`config.mk`:
```
export PLATFORM = sky130hd
export DESIGN_NAME = dcf_queue
export DESIGN_NICKNAME = d
export VERILOG_FILES = /design/src/sv/dcf_pkg.sv /design/src/sv/dcf_queue.sv
export SDC_FILE = /design/constraint.sdc
export NUM_CORES = 1
export LEC_CHECK = 0
export ABC_AREA = 1
export BUFFER_PORTS_ARGS = -buffer_cell sky130_fd_sc_hd__buf_2
export CORE_MARGIN = 5
export CORE_UTILIZATION = 25
export CTS_BUF_LIST = sky130_fd_sc_hd__clkbuf_4 sky130_fd_sc_hd__clkbuf_8 sky130_fd_sc_hd__clkbuf_16
export DETAILED_ROUTE_END_ITERATION = 12
export HOLD_SLACK_MARGIN = 0.02
export SLEW_MARGIN = 0
export SYNTH_ARGS = -nofsm -noshare
export SYNTH_HDL_FRONTEND = slang
export SYNTH_SLANG_ARGS = --single-unit
```
`constraint.sdc`:
```
create_clock -name clk -period 7.9 [get_ports clk]
set_clock_uncertainty 0.15 [all_clocks]
set_input_delay 1.58 -clock clk [delete_from_list [all_inputs] [get_ports clk]]
set_output_delay 1.58 -clock clk [all_outputs]
set_load 0.02 [all_outputs]
```
`src/sv/dcf_pkg.sv`:
```
// Shared types, codes and constants for the DCF frame-exchange sequencer.
// No dependencies; compiled first.
`default_nettype none

package dcf_pkg;

  localparam int unsigned QUEUE_DEPTH_DEF = 2;
  localparam logic [23:0] DEFAULT_TIMEOUT_US = 24'd100000;

  typedef enum logic [3:0] {
    ST_IDLE    = 4'd0,
    ST_WT_TRIG = 4'd1,
    ST_WT_RESP = 4'd2,
    ST_TX_TRIG = 4'd3,
    ST_TX_RESP = 4'd4,
    ST_WT_CTS  = 4'd5,
    ST_WT_ACK  = 4'd6,
    ST_TX_CTS  = 4'd7,
    ST_TX_ACK  = 4'd8
  } state_t;

  localparam logic [2:0] KIND_NEW   = 3'd0;
  localparam logic [2:0] KIND_RX    = 3'd1;
  localparam logic [2:0] KIND_DONE  = 3'd2;
  localparam logic [2:0] KIND_TIMER = 3'd3;
  localparam logic [2:0] KIND_POLL  = 3'd4;

  localparam logic [2:0] FT_RTS  = 3'd0;
  localparam logic [2:0] FT_CTS  = 3'd1;
  localparam logic [2:0] FT_DATA = 3'd2;
  localparam logic [2:0] FT_ACK  = 3'd3;

  localparam logic [3:0] ACT_NONE     = 4'd0;
  localparam logic [3:0] ACT_TRIGGER  = 4'd1;
  localparam logic [3:0] ACT_CTS      = 4'd2;
  localparam logic [3:0] ACT_DATA     = 4'd3;
  localparam logic [3:0] ACT_ACK      = 4'd4;
  localparam logic [3:0] ACT_SUCCESS  = 4'd5;
  localparam logic [3:0] ACT_DROP     = 4'd6;
  localparam logic [3:0] ACT_CCA_BUSY = 4'd7;
  localparam logic [3:0] ACT_CCA_IDLE = 4'd8;

  localparam logic [1:0] REG_FIXED_TIMEOUT = 2'd0;
  localparam logic [1:0] REG_NOTIFIER      = 2'd1;
  localparam logic [1:0] REG_RETRY_LIMIT   = 2'd2;

  typedef struct packed {
    logic [23:0] fixed_timeout_us;
    logic        notifier_present;
    logic [3:0]  retry_limit;
  } cfg_t;

  typedef struct packed {
    logic [3:0]  action;
    logic        timer_start;
    logic [23:0] timer_value_us;
    state_t      fsm_state;
  } res_t;

  typedef struct packed {
    res_t [2:0] res;
    logic [1:0] cnt;
  } bundle_t;

endpackage

`default_nettype wire

```
`src/sv/dcf_queue.sv`:
```
// Bundle queue between front and back ends.
// Depends on dcf_pkg for the bundle type.
`default_nettype none

module dcf_queue #(
  parameter int unsigned DEPTH = dcf_pkg::QUEUE_DEPTH_DEF
) (
  input  wire logic              clk,
  input  wire logic              rst,
  input  wire logic              push,
  input  wire dcf_pkg::bundle_t  push_data,
  input  wire logic              pop,
  output dcf_pkg::bundle_t       head,
  output logic                   empty,
  output logic                   full,
  output logic [$clog2(DEPTH+1)-1:0] count
);
  import dcf_pkg::*;

  localparam int unsigned PTR_W = (DEPTH > 1) ? $clog2(DEPTH) : 1;
  localparam int unsigned CNT_W = $clog2(DEPTH + 1);

  bundle_t            slots [DEPTH];
  logic [PTR_W-1:0]   wr_ptr;
  logic [PTR_W-1:0]   rd_ptr;
  logic               do_push;
  logic               do_pop;

  function automatic logic [PTR_W-1:0] bump(input logic [PTR_W-1:0] p);
    return (p == PTR_W'(DEPTH - 1)) ? '0 : p + PTR_W'(1);
  endfunction

  assign empty   = (count == '0);
  assign full    = (count == CNT_W'(DEPTH));
  assign do_push = push && !full;
  assign do_pop  = pop && !empty;
  assign head    = slots[rd_ptr];

  always_ff @(posedge clk) begin
    if (do_push) slots[wr_ptr] <= push_data;
  end

  always_ff @(posedge clk) begin
    if (rst) begin
      wr_ptr <= '0;
      rd_ptr <= '0;
      count  <= '0;
    end else begin
      if (do_push) wr_ptr <= bump(wr_ptr);
      if (do_pop)  rd_ptr <= bump(rd_ptr);
      case ({do_push, do_pop})
        2'b10:   count <= count + CNT_W'(1);
        2'b01:   count <= count - CNT_W'(1);
        default: count <= count;
      endcase
    end
  end

endmodule

`default_nettype wire

```
* Word level (Yosys, flattened, before mapping)
Memories as Yosys holds them, arrays and structs flattened. A register that Yosys moved wholly into a read port is not among the register bits.
Index checks and enable logic that the tools add are counted.
** Storage, ports and cells
- Bits in registers :: 4
- RAM bits :: 202
- Input port bits :: 105
- Output and inout port bits :: 105
- Memories :: 1
** Cells by class
- Add/sub/neg operators :: 4
- Eq/ne operators :: 3
- Muxes and demuxes :: 7
- Reductions and logical operators :: 6
** Memories
- slots :: words 2, bits a word 101, rd ports 1, clocked after memory_dff 1, write ports 1, line dcf_queue.sv:23 : bundle_t slots [DEPTH];
** Operator list (count)
- $mux 1 :: 6
- $eq 2x2->1 const B :: 2
- $pmux 2 s2 :: 1
- $add 1x1->1 const B :: 2
- $add 2x1->2 const B :: 1
- $eq 2x1->1 const B :: 1
- $logic_and 1x1->1 :: 2
- $logic_not 1->1 :: 2
- $logic_not 2->1 :: 1
- $reduce_bool 2->1 :: 1
- $sub 2x1->2 const B :: 1

* Longest topological paths before layout
- Depth in word-level cells :: 5
- Depth in mapped cells :: 10

* Least setup slack after synthesis
OpenSTA, ideal clock, no wires.
- Path kind :: input-to-reg
- Start :: input port push
- End :: memory slots[0][0] (netlist bit), enable pin
- Library setup time :: 0.561 ns
- Data arrival time :: 6.036 ns
- Required time :: 7.189 ns
- Path slack :: 1.153 ns
- Stages on the path :: 4
- Path buffers :: 0
- Path through :: inv_1 nor2_1 inv_1 nor2_1
** On the way
- Word-level cells in the longest chain between the ends :: 3
** Ends and longest elaborated chain
- start, declared :: line dcf_queue.sv:10 : input wire logic push,
- $logic_and 1x1->1 :: line dcf_queue.sv:35 : assign do_push = push && !full;
- $mux 1 :: line dcf_queue.sv:40 : if (do_push) slots[wr_ptr] <= push_data;
- $mux 1 (not written as such) :: line dcf_queue.sv:40
- end, declared :: line dcf_queue.sv:23
No other way between the ends.

==> results_dict.tcl <==
set metrics [dict create \
    status "completed" \
    synthTopCellsByArea "edfxtp_1, mux2_4, buf_12" \
    period_needed_ns 4.208 \
    htreeDepth 1 \
    gp_congestion 0.6673 \
    routedWlPerCell_um 16.10 \
    viasPerCell 3.916 \
    placement.io_buffers 209 \
    grt_max_degree 64 \
    cts_made_buffers 23 \
    crit_path_start_kind "register" \
    grt_overflow 0 \
    postCtsSetupBuffers 0 \
    nNetsFinal 688 \
    die_h_um 188.7 \
    power_mw 3.096 \
    worst_ep_arrival_time_ns 2.48 \
    track_usage_pct 8.680 \
    worstSkewPairLatency_ns 0.51 \
    worst_slack_ns 3.692 \
    areaGrowthSynthToFinish_pct 26.90 \
    ys_types 14 \
    vias 3920 \
    yosysTopAreaCellShare_pct 75.99 \
    io_pins 210 \
    initial_utilization_pct 25.30 \
    path_clk_slew_ns 0.06 \
    die_w_um 188.7 \
    power_density_nw_per_um2 305.6 \
    postCtsResizedCells 0 \
    yosysSeqAreaShare_pct 77.24 \
    final_cell_area_um2 10130 \
    whs_ns 0.3544 \
    num-fill-cells 3073 \
    hold_start "rd_ptr$_SDFFE_PP0P_" \
    clock_sinks 207 \
    hold_buffers 0 \
    final_cells 1001 \
    final_hold_viol_count 0 \
    drv_slew 0 \
    critPathKind "register to output port" \
    fin_tns_setup_ns 0 \
    synth_nets 460 \
    drv_cap 0 \
    end_kind "output port" \
    grt_pass1_vias 4244 \
    path_max_fanout 38 \
    synth_warnings 0 \
    routed_wl_um 16120 \
    max_freq_ghz 0.2376 \
    drive_gt1_share_pct 58.70 \
    period_share_pct 53.27 \
    first_pass_iters 4 \
    critPathRequiredTime_ns 6.17 \
    design.core.area_um2 31560 \
    dpl-instance-area_um2 9387 \
    hold_path.class "register to register" \
    final_cell_mix "buf_2, edfxtp_1, mux2_4, clkbuf_16, nor2_1" \
    placed_cells 959 \
    drcViolationCount 0 \
    dp_hpwl_um 10850 \
    worstMarginPinSlew_ns 0.9509 \
    rows 65 \
    grt_pass1_wl_um 24160 \
    ant_nets 0 \
    drt_iter0_markers 170 \
    worstReg2RegStart "count[0]$_SDFFE_PP0P_" \
    syn_area_um2 7983 \
    post-place-ws_ns 3.991 \
    final-setup-viol-count 0 \
    clk_path_buf_depth 3 \
    layout_commonest_cell "buf_2" \
    leakage_nw 3.923 \
    slew_headroom_pct 36.61 \
    irDropWorstVdd_v 0.0002031 \
    die_area_um2 35600 \
    cts_tree "done" \
    cts_root_buf "clkbuf_16" \
    ys_ff_latch 207 \
    final_util_pct 32.10 \
    rsz0062_at_grt "no" \
    antenna_found_initial 6 \
    synth_area_leader_cell "edfxtp_1" \
    syn_area_per_cell_um2 22.55 \
    syn_inst 354 \
]
==> kinds of logic (layout without fill, tap and decap cells) <==
kind of cell	after synthesis	after routing	synth area share (%)
flops	207	207	77.24
simple gates	23	23	1.113
compound gates	2	2	0.1253
mux	101	101	18.48
fa+ha+maj	1	1	0.1567
buf+inv	20	264	2.884
other cells	0	1	0
==> per-layer routing <==
metal / share of wire (%) / GRT usage, %
met1: 39 / 10.23
met2: 48 / 14.37
met3: 9.0 / 3.649
met4: 3.2 / 2.915
met5: 0.37 / 0
==> cell type report <==
cell class                      count  area (um2)  area share, %
Inverter                            9       36.28         0.3582
Tap cell                          402       503.0          4.965
Antenna cell                        1       2.502        0.02470
Multi-Input combinational cell    127        1594          15.74
Clock buffer                       24       583.1          5.756
Timing Repair Buffer              214        1084          10.70
Clock inverter                     17       157.7          1.556
Sequential cell                   207        6170          60.91
==> flip-flops by register name (all words and copies together), names as in the netlist, named ones only <==
name    count
rd_ptr      1
wr_ptr      1
count       2
slots     202
==> report_power, final <==
group / internal, mW / switching [mW] / leakage [nW]
clock network: 0.630 / 0.413 / 0.355
registers: 1.34 / 0.0474 / 1.93
logic: 0.288 / 0.373 / 1.64
total: 2.26 / 0.833 / 3.92
==> final timing paths <==
path	depth (start not counted)	slack (ns)	end
worst max-delay path	3	3.69	head[98]
worst min-delay path	2	0.35	rd_ptr$_SDFFE_PP0P_
worst max register to register	5	5.23	slots[1][26]$_DFFE_PP_
worst min register to register	2	0.35	rd_ptr$_SDFFE_PP0P_
==> synth_stat cells <==
library cell,instances
dfxtp_1,5
mux2_2,11
nand2_1,8
edfxtp_1,202
buf_6,1
nor2_1,14
buf_12,9
buf_2,1
a21oi_1,1
ha_1,1
mux2_4,90
inv_1,9
nand4_1,1
o21ai_0,1
==> critical path: stages, from the launching register on <==
cell	delay [ns]
dfxtp_4	0.70
buf_4	0.67
mux2_4	0.36
buf_2	0.16
Power figures use the tool's default switching activity.
