## src/sv/dcf_pkg.sv

```systemverilog
// Shared types, codes and constants for the DCF frame-exchange sequencer.
// No dependencies; compiled first.
`default_nettype none

package dcf_pkg;

  localparam int unsigned QUEUE_DEPTH_DEF = 2;
  localparam logic [23:0] DEFAULT_TIMEOUT_US = 24'd100000;

  typedef enum logic [3:0] {
    ST_IDLE    = 4'd0,
    ST_WT_TRIG = 4'd1,
    ST_WT_RESP = 4'd2,
    ST_TX_TRIG = 4'd3,
    ST_TX_RESP = 4'd4,
    ST_WT_CTS  = 4'd5,
    ST_WT_ACK  = 4'd6,
    ST_TX_CTS  = 4'd7,
    ST_TX_ACK  = 4'd8
  } state_t;

  localparam logic [2:0] KIND_NEW   = 3'd0;
  localparam logic [2:0] KIND_RX    = 3'd1;
  localparam logic [2:0] KIND_DONE  = 3'd2;
  localparam logic [2:0] KIND_TIMER = 3'd3;
  localparam logic [2:0] KIND_POLL  = 3'd4;

  localparam logic [2:0] FT_RTS  = 3'd0;
  localparam logic [2:0] FT_CTS  = 3'd1;
  localparam logic [2:0] FT_DATA = 3'd2;
  localparam logic [2:0] FT_ACK  = 3'd3;

  localparam logic [3:0] ACT_NONE     = 4'd0;
  localparam logic [3:0] ACT_TRIGGER  = 4'd1;
  localparam logic [3:0] ACT_CTS      = 4'd2;
  localparam logic [3:0] ACT_DATA     = 4'd3;
  localparam logic [3:0] ACT_ACK      = 4'd4;
  localparam logic [3:0] ACT_SUCCESS  = 4'd5;
  localparam logic [3:0] ACT_DROP     = 4'd6;
  localparam logic [3:0] ACT_CCA_BUSY = 4'd7;
  localparam logic [3:0] ACT_CCA_IDLE = 4'd8;

  localparam logic [1:0] REG_FIXED_TIMEOUT = 2'd0;
  localparam logic [1:0] REG_NOTIFIER      = 2'd1;
  localparam logic [1:0] REG_RETRY_LIMIT   = 2'd2;

  typedef struct packed {
    logic [23:0] fixed_timeout_us;
    logic        notifier_present;
    logic [3:0]  retry_limit;
  } cfg_t;

  typedef struct packed {
    logic [3:0]  action;
    logic        timer_start;
    logic [23:0] timer_value_us;
    state_t      fsm_state;
  } res_t;

  typedef struct packed {
    res_t [2:0] res;
    logic [1:0] cnt;
  } bundle_t;

endpackage

`default_nettype wire

```

## src/sv/dcf_if.sv

```systemverilog
// Valid/ready channel interfaces for event beats in and result beats out.
// Depends on nothing but the field widths of dcf_pkg's codes.
`default_nettype none


interface dcf_out_if;
  logic        valid;
  logic        ready;
  logic [3:0]  action;
  logic        timer_start;
  logic [23:0] timer_value_us;
  logic [3:0]  fsm_state;
  logic        last;

  modport source (output valid, action, timer_start, timer_value_us, fsm_state, last,
                  input ready);
  modport sink (input valid, action, timer_start, timer_value_us, fsm_state, last,
                output ready);
endinterface

`default_nettype wire

```

## src/sv/dcf_back.sv

```systemverilog
// Back end: unpacks each bundle into result beats on the output channel.
// Depends on dcf_pkg, dcf_out_if.
`default_nettype none

module dcf_back (
  input  wire logic              clk,
  input  wire logic              rst,
  input  wire dcf_pkg::bundle_t  head,
  input  wire logic              empty,
  output logic                   pop,
  output logic                   busy,
  dcf_out_if.source              out_ch
);
  import dcf_pkg::*;

  bundle_t    cur;
  logic [1:0] idx;
  logic       fire;
  logic       is_last;
  res_t       r;

  assign r       = cur.res[idx];
  assign is_last = (idx == cur.cnt - 2'd1);
  assign fire    = out_ch.valid && out_ch.ready;
  assign pop     = !empty && (!busy || (fire && is_last));

  assign out_ch.valid          = busy;
  assign out_ch.action         = r.action;
  assign out_ch.timer_start    = r.timer_start;
  assign out_ch.timer_value_us = r.timer_value_us;
  assign out_ch.fsm_state      = r.fsm_state;
  assign out_ch.last           = is_last;

  always_ff @(posedge clk) begin
    if (pop) cur <= head;
  end

  always_ff @(posedge clk) begin
    if (rst) begin
      busy <= 1'b0;
      idx  <= 2'd0;
    end else if (pop) begin
      busy <= 1'b1;
      idx  <= 2'd0;
    end else if (fire && is_last) begin
      busy <= 1'b0;
      idx  <= 2'd0;
    end else if (fire) begin
      idx <= idx + 2'd1;
    end
  end

endmodule

`default_nettype wire

```

## src/flat_wrapper.sv

```systemverilog
// flat-port wrapper written by rule: the top's interface ports become plain ports
module dcf_back_flat import dcf_pkg::*;
  (clk, rst, head, empty, pop, busy, out_ch_valid, out_ch_action, out_ch_timer_start, out_ch_timer_value_us, out_ch_fsm_state, out_ch_last, out_ch_ready);
  dcf_out_if out_ch_i ();
  input  wire logic clk;
  input  wire logic rst;
  input  wire dcf_pkg::bundle_t head;
  input  wire logic empty;
  output logic pop;
  output logic busy;
  output wire logic [$bits(out_ch_i.valid)-1:0] out_ch_valid;
  output wire logic [$bits(out_ch_i.action)-1:0] out_ch_action;
  output wire logic [$bits(out_ch_i.timer_start)-1:0] out_ch_timer_start;
  output wire logic [$bits(out_ch_i.timer_value_us)-1:0] out_ch_timer_value_us;
  output wire logic [$bits(out_ch_i.fsm_state)-1:0] out_ch_fsm_state;
  output wire logic [$bits(out_ch_i.last)-1:0] out_ch_last;
  input wire logic [$bits(out_ch_i.ready)-1:0] out_ch_ready;
  assign out_ch_valid = out_ch_i.valid;
  assign out_ch_action = out_ch_i.action;
  assign out_ch_timer_start = out_ch_i.timer_start;
  assign out_ch_timer_value_us = out_ch_i.timer_value_us;
  assign out_ch_fsm_state = out_ch_i.fsm_state;
  assign out_ch_last = out_ch_i.last;
  assign out_ch_i.ready = out_ch_ready;
  dcf_back u_core (.clk(clk), .rst(rst), .head(head), .empty(empty), .pop(pop), .busy(busy), .out_ch(out_ch_i));
endmodule
```

## config.mk

```make
export PLATFORM = sky130hd
export DESIGN_NAME = dcf_back_flat
export DESIGN_NICKNAME = d
export VERILOG_FILES = /design/src/sv/dcf_pkg.sv /design/src/sv/dcf_if.sv /design/src/sv/dcf_back.sv /design/src/flat_wrapper.sv
export SDC_FILE = /design/constraint.sdc
export NUM_CORES = 1
export LEC_CHECK = 0
export ABC_AREA = 0
export BUFFER_PORTS_ARGS = -buffer_cell sky130_fd_sc_hd__buf_4
export CORE_AREA = 3 3 91 93
export DETAILED_ROUTE_END_ITERATION = 6
export DIE_AREA = 0 0 94 96
export PLACE_DENSITY_LB_ADDON = 0.1
export SETUP_SLACK_MARGIN = 0.3
export SLEW_MARGIN = 20
export SYNTH_ARGS = -nofsm -noshare
export SYNTH_HDL_FRONTEND = slang
export SYNTH_SLANG_ARGS = --single-unit
```

## constraint.sdc

```tcl
create_clock -name clk -period 8.93 [get_ports clk]
set_input_delay 0.893 -clock clk [delete_from_list [all_inputs] [get_ports clk]]
set_output_delay 0.893 -clock clk [all_outputs]
set_load 0.02 [all_outputs]
```

# Word-level counts from Yosys, hierarchy flattened
# Cells that the tools add are included.
dict set report classes {
  mux 4
  add_sub_neg 2
  eq_ne 1
  n_reduce_logical 8
  magnitude_cmp 1
}
# cell count
set op_table {}
lappend op_table {{$bmux 33 s2} 1}
lappend op_table {{$mux 33} 1}
lappend op_table {{$logic_and 1x1->1} 3}
lappend op_table {{$lt 2x3->1 const B} 1}
lappend op_table {{$reduce_or 3->1} 1}
lappend op_table {{$add 2x1->2 const B} 1}
lappend op_table {{$eq 2x2->1} 1}
lappend op_table {{$logic_not 1->1} 2}
lappend op_table {{$mux 1} 2}
lappend op_table {{$reduce_bool 2->1} 1}
lappend op_table {{$sub 2x1->2 const B} 1}
lappend op_table {{$logic_or 1x1->1} 1}
dict set report word_totals {
  ff_bits 104
  inputBits 105
}

# Logic depth before layout (Yosys ltp)
# Gate-level depths: netlist of the first run.
dict set report depth {
  word_depth 6
  mapped_depth 6
  mapped_depth_nobuf 3
}

# Least setup slack after synthesis of the first run
# Ideal clock, no wire load.
dict set report synth_timing {
  path_type {input to output}
  start {input empty}
  end {output pop}
  cell_stages 1
  n_path_buf 0
  arrival_time_ns 5.978
  setup_slack_ns 2.059
  t_required_ns 8.037
  cell_sequence {o2bb2ai_1}
}
dict set report synth_via {
  elab_chain_len 2
}
# element line_no
set synth_rtl {}
lappend synth_rtl {{start: declaration} flat_wrapper.sv:8} ;# input wire logic empty;
lappend synth_rtl {{$logic_not 1->1} dcf_back.sv:25} ;# assign pop = !empty && (!busy || (fire && is_last));
lappend synth_rtl {{$logic_and 1x1->1} dcf_back.sv:25}
lappend synth_rtl {{end: declaration} flat_wrapper.sv:9} ;# output logic pop;
# Every way passes these cells.

# Worst setup path after layout of the first run
dict set report layout_timing {
  start {register u_core.idx[1]}
  end {output pop}
}
dict set report layout_via {
  elab_chain_len 4
}
# element line_no
set layout_rtl {}
lappend layout_rtl {{start: declaration} dcf_back.sv:17} ;# logic [1:0] idx;
lappend layout_rtl {{start signal: assignment} dcf_back.sv:49} ;# idx <= idx + 2'd1;
lappend layout_rtl {{$eq 2x2->1} dcf_back.sv:23} ;# assign is_last = (idx == cur.cnt - 2'd1);
lappend layout_rtl {{$logic_and 1x1->1} dcf_back.sv:25}
lappend layout_rtl {{$logic_or 1x1->1} dcf_back.sv:25}
lappend layout_rtl {{$logic_and 1x1->1} dcf_back.sv:25}
# Every way passes these cells.

==> flow_metrics.py, run 1 <==
metrics = {
    "yosys": {
        "ys_types": 21,
        "synth_area_leaders": "edfxtp_1, mux2i_1, o21ai_0",
        "synth_top_cell_by_area": "edfxtp_1",
        "syn_nets": 339,
        "yosysMostFrequentCell": "edfxtp_1",
        "yosysWarnings": 0,
        "synth.avg_cell_area_sq_um": 16.8,
        "synth_edf_count": 101,
        "ys_seq_elements": 104,
        "async_reset_ff_share_pct": 0,
        "yosysTopAreaCellShare_pct": 77.2,
        "synth_common_cells": "edfxtp_1, mux2i_1, nand2_1, o21ai_0",
        "synth_top_flop_cell": "edfxtp_1",
        "synthCells": 234,
        "mappedNetlistArea_sq_um": 3930,
        "ys_seq_area_share_pct": 78.8,
    },
    "critical_path": {
        "crit_path_top_delay_cell": "dfxtp_1",
        "crit_required_ns": 8.04,
        "r2r_slack_ns": 5.66,
        "slowest_delay_ns": 0.59,
        "startpoint_type": "register",
        "cp_cell_sequence": "buf_4 -> xnor2_2 -> mux2i_1 -> o2bb2ai_4 -> buf_4 -> buf_4",
        "r2r_cells": 6,
        "crit_top_cell": "buf_4",
        "cp_max_fo": 46,
        "r2r_start": "u_core.idx[1]$_SDFFE_PP0P_",
        "critPathCaptureType": "output port",
        "reg2reg_to": "u_core.cur[3]$_DFFE_PP_",
        "arrival_ns": 2.81,
        "worstSetupPathType": "reg -> out",
    },
    "timing": {
        "setup_violations": 0,
        "grt_setup_unrepaired": "false",
        "clock.fmax_mhz": 270,
        "finalMaxSlewViolations": 0,
        "slew_headroom_pct": 53.4,
        "post-route-period-util_pct": 41.5,
        "final_hold_viol_count": 0,
        "fin_crit_ns": 3.71,
        "tightest_slew_ns": 0.699,
        "finalSetupTns_ns": 0,
        "clock_skew_ns": 0.00842,
    },
    "cts": {
        "insertion_delay_ns": 0.35,
        "ctsResizeCount": 0,
        "cts_buffers": 9,
        "cts_tree": "yes",
        "root_buffer": "clkbuf_8",
        "cts.sinks": 104,
        "post_cts_buffers": 0,
        "postCtsHoldBufs": 0,
        "clkTransAtPathRegs_ns": 0.10,
        "cts_buffer_depth": 2,
        "cts-htree-levels": 3,
    },
    "flow_run": {
        "drv_cap": 0,
    },
    "die": {
        "die_w_um": 94,
        "io_pins": 142,
        "dieArea_sq_um": 9020,
        "die_height_um": 96,
        "floorplan.initialDensity_pct": 51.6,
        "coreArea_sq_um": 7610,
        "fp-row-count": 32,
    },
    "detailed_routing": {
        "drt_iter0_drc": 150,
        "avgRoutedWirePerCell_um": 15.8,
        "avgViaCountPerCell": 4.93,
        "vias": 2392,
        "ant_nets": 0,
        "wirelength_mm": 7.67,
        "first_pass_iters": 4,
        "drc_errors": 0,
    },
    "cells_and_area": {
        "n_fill_cell": 554,
        "layout.nets": 483,
        "layout-drive-gt1-share_pct": 43.6,
        "syn2layout_area_growth_pct": 34.2,
        "seqCellArea_sq_um": 3090,
        "multi_input_area_sq_um": 776,
        "final_area_sq_um": 5270,
        "antenna_cells": 0,
    },
    "power_and_ir_drop": {
        "powerDensity_nw_per_um2": 188,
        "irDropWorstVdd_mv": 0.111,
        "power_uw": 989,
        "leakagePower_uw": 0.00198,
    },
    "grt": {
        "grt_pass1_vias": 2373,
        "grt_max_degree": 58,
        "grt_pass1_wl_mm": 11.4,
        "grt_use_total_pct": 17.2,
        "gr-total-overflow": 0,
        "antenna_found_initial": 0,
    },
    "worst_hold_path": {
        "hold_depth": 2,
        "hp-start": "u_core.cur[0]$_DFFE_PP_",
        "hp-class": "reg -> reg",
        "hold_end": "u_core.idx[0]$_SDFFE_PP0P_",
    },
    "placed_design": {
        "place_congestion": 0.719,
        "hpwl_mm": 5.35,
        "place_area_sq_um": 5100,
        "portBuffers": 141,
    },
    "run_status": {
        "outcome": "complete, no violations",
    },
}
[worst max-delay path: cells and delay by family, from the launching register on]
kind / cells / cell delay (ns)
compound gates: 1 / 0.16
xor+xnor: 1 / 0.17
buf+inv: 3 / 1.07
flops: 1 / 0.59
mux: 1 / 0.46
[metrics by stage]
stage | cells | setup WS [ns] | hold slack [ns] | utilization [%]
after floorplan | 234 | 2.06 | 0.567 | -
final | 485 | 5.22 | 0.612 | 69.3
after global routing | 485 | 4.95 | 0.657 | 69.3
after CTS | 485 | 5.15 | 0.607 | 69.3
after global placement | 469 | 5.62 | 0.597 | 67.0
after detailed placement | 469 | 5.56 | 0.596 | 67.0
[sequential cells by signal, indices dropped and copies added (netlist names)]
signal,flops
u_core.idx,2
u_core.cur,101
u_core.busy,1
[kinds of logic after synthesis]
logic type                after synthesis  synth area share, %
AOI/OAI and AO/OA                      40                 5.58
xor gates and xnor gates                1                0.414
buffers and inverters                  14                 2.04
muxes                                  35                 8.95
and+or+nand+nor                        40                 4.27
DFF                                   104                 78.8
[cells in the final DEF (no fill, tap or decap)]
master	netlist	routed
a211o_1	1	1
a21oi_1	1	1
a311oi_1	3	3
buf_4	4	146
clkbuf_8	0	9
clkinv_2	0	2
clkinvlp_4	0	2
dfxtp_1	3	2
dfxtp_2	0	1
edfxtp_1	101	101
inv_1	1	1
inv_6	0	3
mux2_1	1	1
mux2i_1	34	34
nand2_1	34	34
nand2b_1	1	1
nand3_2	1	1
nor2_1	1	1
nor2b_1	2	1
nor2b_2	0	1
o21ai_0	34	34
o2bb2ai_4	0	1
or2b_1	1	1
xnor2_2	1	1
[area by class of cell]
class	count	area share, %
Clock inverter	7	0.973
Timing Repair Buffer	146	20.8
Multi-Input combinational cell	116	14.7
Tap cell	102	2.42
Inverter	1	0.0712
Sequential cell	104	58.7
Clock buffer	9	2.35
[worst max-delay path by stage]
| stage | from | end | slack, ns | cells after the start |
|---|---|---|---|---|
| after detailed placement | u_core.idx[1]$_SDFFE_PP0P_ | pop | 5.56 | 6 |
| after global placement | u_core.idx[1]$_SDFFE_PP0P_ | pop | 5.62 | 6 |
| final | u_core.idx[1]$_SDFFE_PP0P_ | pop | 5.22 | 6 |
| after floorplan | empty | pop | 2.06 | 1 |
| after CTS | u_core.idx[1]$_SDFFE_PP0P_ | pop | 5.15 | 6 |
| after global routing | u_core.idx[1]$_SDFFE_PP0P_ | pop | 4.95 | 6 |
[where the power goes]
group          total (uW)  leakage, uW  internal (uW)  switching, uW
registers             588     0.000995            578           9.70
clock network         261    0.0000864            103            157
logic                 141     0.000902           67.6           73.1
total                 989      0.00198            749            240
[layer usage]
| layer | vias to the layer above | track usage [%] | routed length (um) |
|---|---|---|---|
| met1 | 1126 | 22.2 | 3080 |
| met3 | 4 | 6.02 | 676 |
| met4 | 0 | 4.57 | 46 |
| li1 | 1168 | - | - |
| met5 | - | 0 | 0 |
| met2 | 94 | 28.0 | 3870 |
No activity file was read; power rests on OpenSTA's default activity.
==> run 2: changes to the inputs <==
CORE_AREA = 3 3 94 96   (was 3 3 91 93)
DIE_AREA = 0 0 97 99   (was 0 0 94 96)
clock period = 3.6 ns   (was 8.93 ns; I/O delays follow)
==> flow_metrics.py, run 2 (same netlist as run 1, synthesis figures left out) <==
metrics = {
    "run_status": {
        "outcome": "complete, no violations",
    },
    "critical_path": {
        "critPathCaptureType": "output port",
        "crit_top_cell": "buf_4",
        "crit_start": "u_core.idx[1]$_SDFFE_PP0P_",
        "crit_required_ns": 3.24,
        "cp_max_fo": 36,
        "r2r_start": "u_core.cur[1]$_DFFE_PP_",
        "reg2reg_to": "u_core.cur[20]$_DFFE_PP_",
        "r2r_slack_ns": 1.26,
        "arrival_ns": 2.31,
        "startpoint_type": "register",
        "cp_cell_sequence": "buf_4 -> nor2b_4 -> nand2_1 -> o21ai_0 -> buf_4",
        "slowest_delay_ns": 0.76,
        "worstSetupPathType": "reg -> out",
        "crit_path_top_delay_cell": "nor2b_4",
        "r2r_cells": 4,
    },
    "die": {
        "floorplan.initialDensity_pct": 48.3,
        "io_pins": 142,
        "die_w_um": 97,
        "dieArea_sq_um": 9600,
        "fp-row-count": 33,
        "die_height_um": 99,
        "coreArea_sq_um": 8130,
    },
    "power_and_ir_drop": {
        "internal_power_uw": 1990,
        "leakagePower_uw": 0.00201,
        "p_clk_share_pct": 29.4,
        "seq_power_share_pct": 56.8,
        "power_uw": 2570,
        "powerDensity_nw_per_um2": 482,
        "switching_share_pct": 22.3,
        "irDropWorstVdd_mv": 0.256,
        "pwr-share-comb_pct": 13.8,
        "p_switching_uw": 573,
    },
    "grt": {
        "grt_pass1_wl_mm": 12.1,
        "grt_use_total_pct": 16.6,
        "grt_max_degree": 39,
        "grt_pass1_vias": 2449,
        "gr-total-overflow": 0,
        "antenna_found_initial": 0,
    },
    "timing": {
        "final_hold_viol_count": 0,
        "setup_violations": 0,
        "finalMaxSlewViolations": 0,
        "tightest_slew_ns": 0.812,
        "post-route-period-util_pct": 74.0,
        "finalSetupTns_ns": 0,
        "grt_setup_unrepaired": "false",
        "slew_headroom_pct": 45.7,
        "fin_crit_ns": 2.67,
        "clock.fmax_mhz": 375,
        "clock_skew_ns": 0.00970,
    },
    "worst_hold_path": {
        "hp-class": "in -> reg",
        "hold_depth": 2,
        "hp-start": "rst",
        "hold_end": "u_core.busy$_SDFFE_PP0P_",
    },
    "cts": {
        "cts_buffer_depth": 2,
        "cts-htree-levels": 3,
        "root_buffer": "clkbuf_8",
        "cts_buffers": 9,
        "ctsResizeCount": 0,
        "post_cts_buffers": 0,
        "cts_tree": "yes",
        "cts.sinks": 104,
        "clkTransAtPathRegs_ns": 0.09,
        "postCtsHoldBufs": 0,
        "insertion_delay_ns": 0.34,
    },
    "cells_and_area": {
        "antenna_cells": 0,
        "layoutNonFillerInstCount": 488,
        "seqCellArea_sq_um": 3090,
        "syn2layout_area_growth_pct": 35.5,
        "final_common_cell": "buf_4",
        "most-common-layout-cells": "buf_4, edfxtp_1, mux2i_1, nand2_1, o21ai_0",
        "layout.nets": 484,
        "layout-drive-gt1-share_pct": 43.3,
        "reg_top3": "u_core.cur (101), u_core.idx (2), u_core.busy (1)",
        "top_register": "u_core.cur",
        "multi_input_area_sq_um": 781,
        "largest_reg_flops": 101,
        "n_fill_cell": 590,
    },
    "detailed_routing": {
        "avgViaCountPerCell": 4.91,
        "drt_iter0_drc": 88,
        "wirelength_mm": 7.96,
        "ant_nets": 0,
        "first_pass_iters": 4,
        "vias": 2395,
        "avgRoutedWirePerCell_um": 16.3,
        "drc_errors": 0,
    },
    "placed_design": {
        "placedCellCount": 473,
        "hpwl_mm": 5.45,
        "portBuffers": 141,
        "place_congestion": 0.739,
    },
    "flow_run": {
        "drv_cap": 0,
    },
}
[run 2: per-layer routing]
layer / share of wire (%) / global-route usage (%) / vias up / wire length, um
met4: 0.63 / 4.21 / 0 / 50
met2: 51 / 28.2 / 94 / 4040
li1: - / - / 1167 / -
met3: 7.6 / 5.38 / 5 / 603
met1: 41 / 20.6 / 1129 / 3270
met5: 0 / 0 / - / 0
[run 2: cell type report]
class                   instances  area share, %
well taps                     105           2.47
flip-flops and latches        104           58.1
multi-input cells             116           14.7
inverters                       1         0.0705
clock buffers                  10           2.40
repair buffers                147           20.7
clock inverters                 5           1.53
[run 2: stage by stage]
stage | worst slack, ns | area, sq um | hold WS, ns | util, %
floorplan | 0.961 | 3950 | 0.432 | -
global placement | 1.28 | 5110 | 0.538 | 62.9
detailed placement | 1.27 | 5110 | 0.539 | 62.9
CTS | 0.874 | 5320 | 0.158 | 65.4
global route | 0.708 | 5320 | 0.152 | 65.4
finish | 0.935 | 5320 | 0.180 | 65.4
[run 2: worst max-delay path by stage]
| stage | cells past startpoint | end |
|---|---|---|
| after floorplan | 4 | u_core.cur[0]$_DFFE_PP_ |
| after global placement | 4 | u_core.cur[17]$_DFFE_PP_ |
| after detailed placement | 5 | out_ch_timer_value_us[10] |
| after CTS | 5 | out_ch_timer_value_us[10] |
| after global routing | 5 | out_ch_timer_value_us[5] |
| final | 5 | out_ch_timer_value_us[10] |
[run 2: worst max-delay path, delay by kind of cell (launching register included)]
family,cells,cell delay [ns]
simple gates,2,0.86
buf+inv,2,0.56
flops,1,0.39
compound gates,1,0.14
[run 2: power by group through the flow]
stage	logic, uW	clock network, uW	registers [uW]
after floorplan	167	0	1480
after global placement	356	0	1480
after detailed placement	360	0	1490
after CTS	361	775	1460
after global routing	383	831	1470
final	354	754	1460
==> run 3: changes to the inputs <==
ABC_AREA = 1   (was 0)
CORE_AREA = 3 3 95 97   (was 3 3 94 96)
DIE_AREA = 0 0 98 100   (was 0 0 97 99)
clock period = 2.8 ns   (was 3.6 ns; I/O delays follow)
==> flow_metrics.py, run 3 <==
metrics = {
    "cells_and_area": {
        "top_register": "u_core.cur",
        "n_fill_cell": 631,
        "antenna_cells": 0,
        "layoutNonFillerInstCount": 541,
        "largest_reg_flops": 101,
        "layout.nets": 537,
        "multi_input_area_sq_um": 757,
        "layout-drive-gt1-share_pct": 41.7,
        "reg_top3": "u_core.cur (101), u_core.idx (2), u_core.busy (1)",
        "final_common_cell": "buf_4",
        "final_area_sq_um": 5390,
        "seqCellArea_sq_um": 3100,
        "syn2layout_area_growth_pct": 34.7,
        "most-common-layout-cells": "buf_4, edfxtp_1, o21ai_0, nor2_1, nand3_1",
    },
    "cts": {
        "cts.sinks": 104,
        "cts_buffer_depth": 2,
        "ctsResizeCount": 0,
        "cts_tree": "yes",
        "cts_buffers": 9,
        "clkTransAtPathRegs_ns": 0.09,
        "root_buffer": "clkbuf_8",
        "cts-htree-levels": 3,
        "insertion_delay_ns": 0.35,
    },
    "power_and_ir_drop": {
        "p_clk_share_pct": 26.1,
        "p_switching_uw": 705,
        "seq_power_share_pct": 60.5,
        "irDropWorstVdd_mv": 0.293,
        "leakagePower_uw": 0.00211,
        "internal_power_uw": 2330,
        "pwr-share-comb_pct": 13.4,
        "switching_share_pct": 23.2,
        "powerDensity_nw_per_um2": 564,
    },
    "grt": {
        "top_usage_layer": "met2",
        "grt_pass1_wl_mm": 13.6,
        "gr-total-overflow": 0,
        "antenna_found_initial": 0,
        "use_met3_pct": 5.70,
        "globalRouteMet1Util_pct": 23.3,
        "grt_max_degree": 68,
        "grt_use_total_pct": 18.0,
        "met2_usage_pct": 29.6,
        "grt_pass1_vias": 2739,
    },
    "detailed_routing": {
        "vias": 2744,
        "ant_nets": 0,
        "wirelength_mm": 8.80,
        "avgViaCountPerCell": 5.07,
        "first_pass_iters": 4,
        "drt_iter0_drc": 123,
        "drc_errors": 0,
        "avgRoutedWirePerCell_um": 16.3,
    },
    "timing": {
        "setup_slack_ns": 0.662,
        "post-route-period-util_pct": 76.4,
        "grt_setup_unrepaired": "false",
        "finalMaxSlewViolations": 0,
        "final_hold_viol_count": 0,
        "finalSetupTns_ns": 0,
        "slew_headroom_pct": 54.5,
        "tightest_slew_ns": 0.682,
        "fin_crit_ns": 2.14,
        "setup_violations": 0,
        "clock_skew_ns": 0.00843,
        "clock.fmax_mhz": 468,
    },
    "yosys": {
        "ys_seq_elements": 104,
        "mappedNetlistArea_sq_um": 4000,
        "synth_top_cell_by_area": "edfxtp_1",
        "synth.avg_cell_area_sq_um": 14.1,
        "synth_top_flop_cell": "edfxtp_1",
        "synthCells": 283,
        "yosysWarnings": 0,
        "yosysMostFrequentCell": "edfxtp_1",
        "synth_area_leaders": "edfxtp_1, o21ai_0, nand3_1",
        "ys_types": 20,
        "async_reset_ff_share_pct": 0,
        "syn_nets": 388,
        "ys_seq_area_share_pct": 77.3,
        "synth_common_cells": "edfxtp_1, o21ai_0, nor2_1",
        "synth_edf_count": 101,
        "yosysTopAreaCellShare_pct": 75.8,
    },
    "critical_path": {
        "arrival_ns": 1.86,
        "worstSetupPathType": "reg -> out",
        "critPathCaptureType": "output port",
        "r2r_slack_ns": 0.90,
        "startpoint_type": "register",
        "r2r_cells": 8,
        "crit_required_ns": 2.52,
        "cp_max_fo": 35,
    },
    "placed_design": {
        "dp_slack_ns": 0.767,
        "place_congestion": 0.752,
        "portBuffers": 141,
        "place_area_sq_um": 5160,
        "placedCellCount": 519,
        "hpwl_mm": 5.90,
    },
    "die": {
        "coreArea_sq_um": 8220,
        "floorplan.initialDensity_pct": 48.7,
        "die_w_um": 98,
        "dieArea_sq_um": 9800,
        "io_pins": 142,
        "die_height_um": 100,
        "fp-row-count": 33,
    },
    "run_status": {
        "outcome": "complete, no violations",
    },
    "worst_hold_path": {
        "hold_depth": 2,
        "hp-class": "in -> reg",
    },
    "flow_run": {
        "drv_cap": 0,
    },
}
## run 3: changes by cell type after synthesis, sizes merged, moves of 7 or more
cell / change
inv: +7
mux2i: -34
o21ai: +32
nor2: +34
nand2: -22
buf: +7
nand3: +34
## run 3: critical path: stages, from the launching register on
cell and delay (ns):
dfxtp_2 0.37, inv_6 0.22, nand2_4 0.08, nand3_2 0.10, nand3_4 0.10, a21oi_4 0.16
buf_12 0.15, buf_4 0.16, buf_4 0.15
## run 3: worst paths after layout
| check | from | end |
|---|---|---|
| setup / recovery | u_core.idx[1]$_SDFFE_PP0P_ | pop |
| hold reg to reg | u_core.busy$_SDFFE_PP0P_ | u_core.busy$_SDFFE_PP0P_ |
| setup reg to reg | u_core.idx[1]$_SDFFE_PP0P_ | u_core.cur[97]$_DFFE_PP_ |
| hold / removal | rst | u_core.busy$_SDFFE_PP0P_ |
## run 3: layout make-up
class / instances / area share (%)
sequential: 104 / 57.5
multi-input combinational: 152 / 14.0
timing repair buffer: 157 / 22.3
clock inverter: 5 / 0.627
inverter: 8 / 0.697
clock buffer: 10 / 2.37
tap: 105 / 2.44
## run 3: kinds of logic (layout without fill, tap and decap cells)
logic type      Yosys count  count (layout)  synth area share, %
flops                   104             104                 77.3
xor+xnor                  1               1                0.219
compound gates           69              69                 8.82
simple gates             82              82                 9.42
buf+inv                  27             180                 4.22
## run 3: repair_timing
item | in CTS | in global routing
endpoints found under the setup margin | 0 | 1
buffers inserted | 0 | 7
hold buffers | 0 | 0
endpoints found under the hold margin | 0 | 0
## run 3: through the flow
stage	hold WS (ns)	util, %	power [uW]
after detailed placement	0.439	62.8	2270
after floorplan	0.339	-	2040
after global routing	0.0598	65.6	3170
after global placement	0.439	62.8	2260
after CTS	0.0543	64.8	3050
final	0.0725	65.6	3040
## run 3: power by group through the flow
stage / Clock, uW / Sequential, uW / Combinational [uW]
finish: 792 / 1840 / 406
global route: 887 / 1850 / 438
global placement: 0 / 1870 / 393
detailed placement: 0 / 1870 / 395
floorplan: 0 / 1870 / 171
CTS: 813 / 1840 / 396
## run 3: metal layers
metal	vias to the layer above	part of all wire (%)
met5	-	0
met1	1281	42
li1	1336	-
met4	0	1.4
met2	117	48
met3	10	8.3
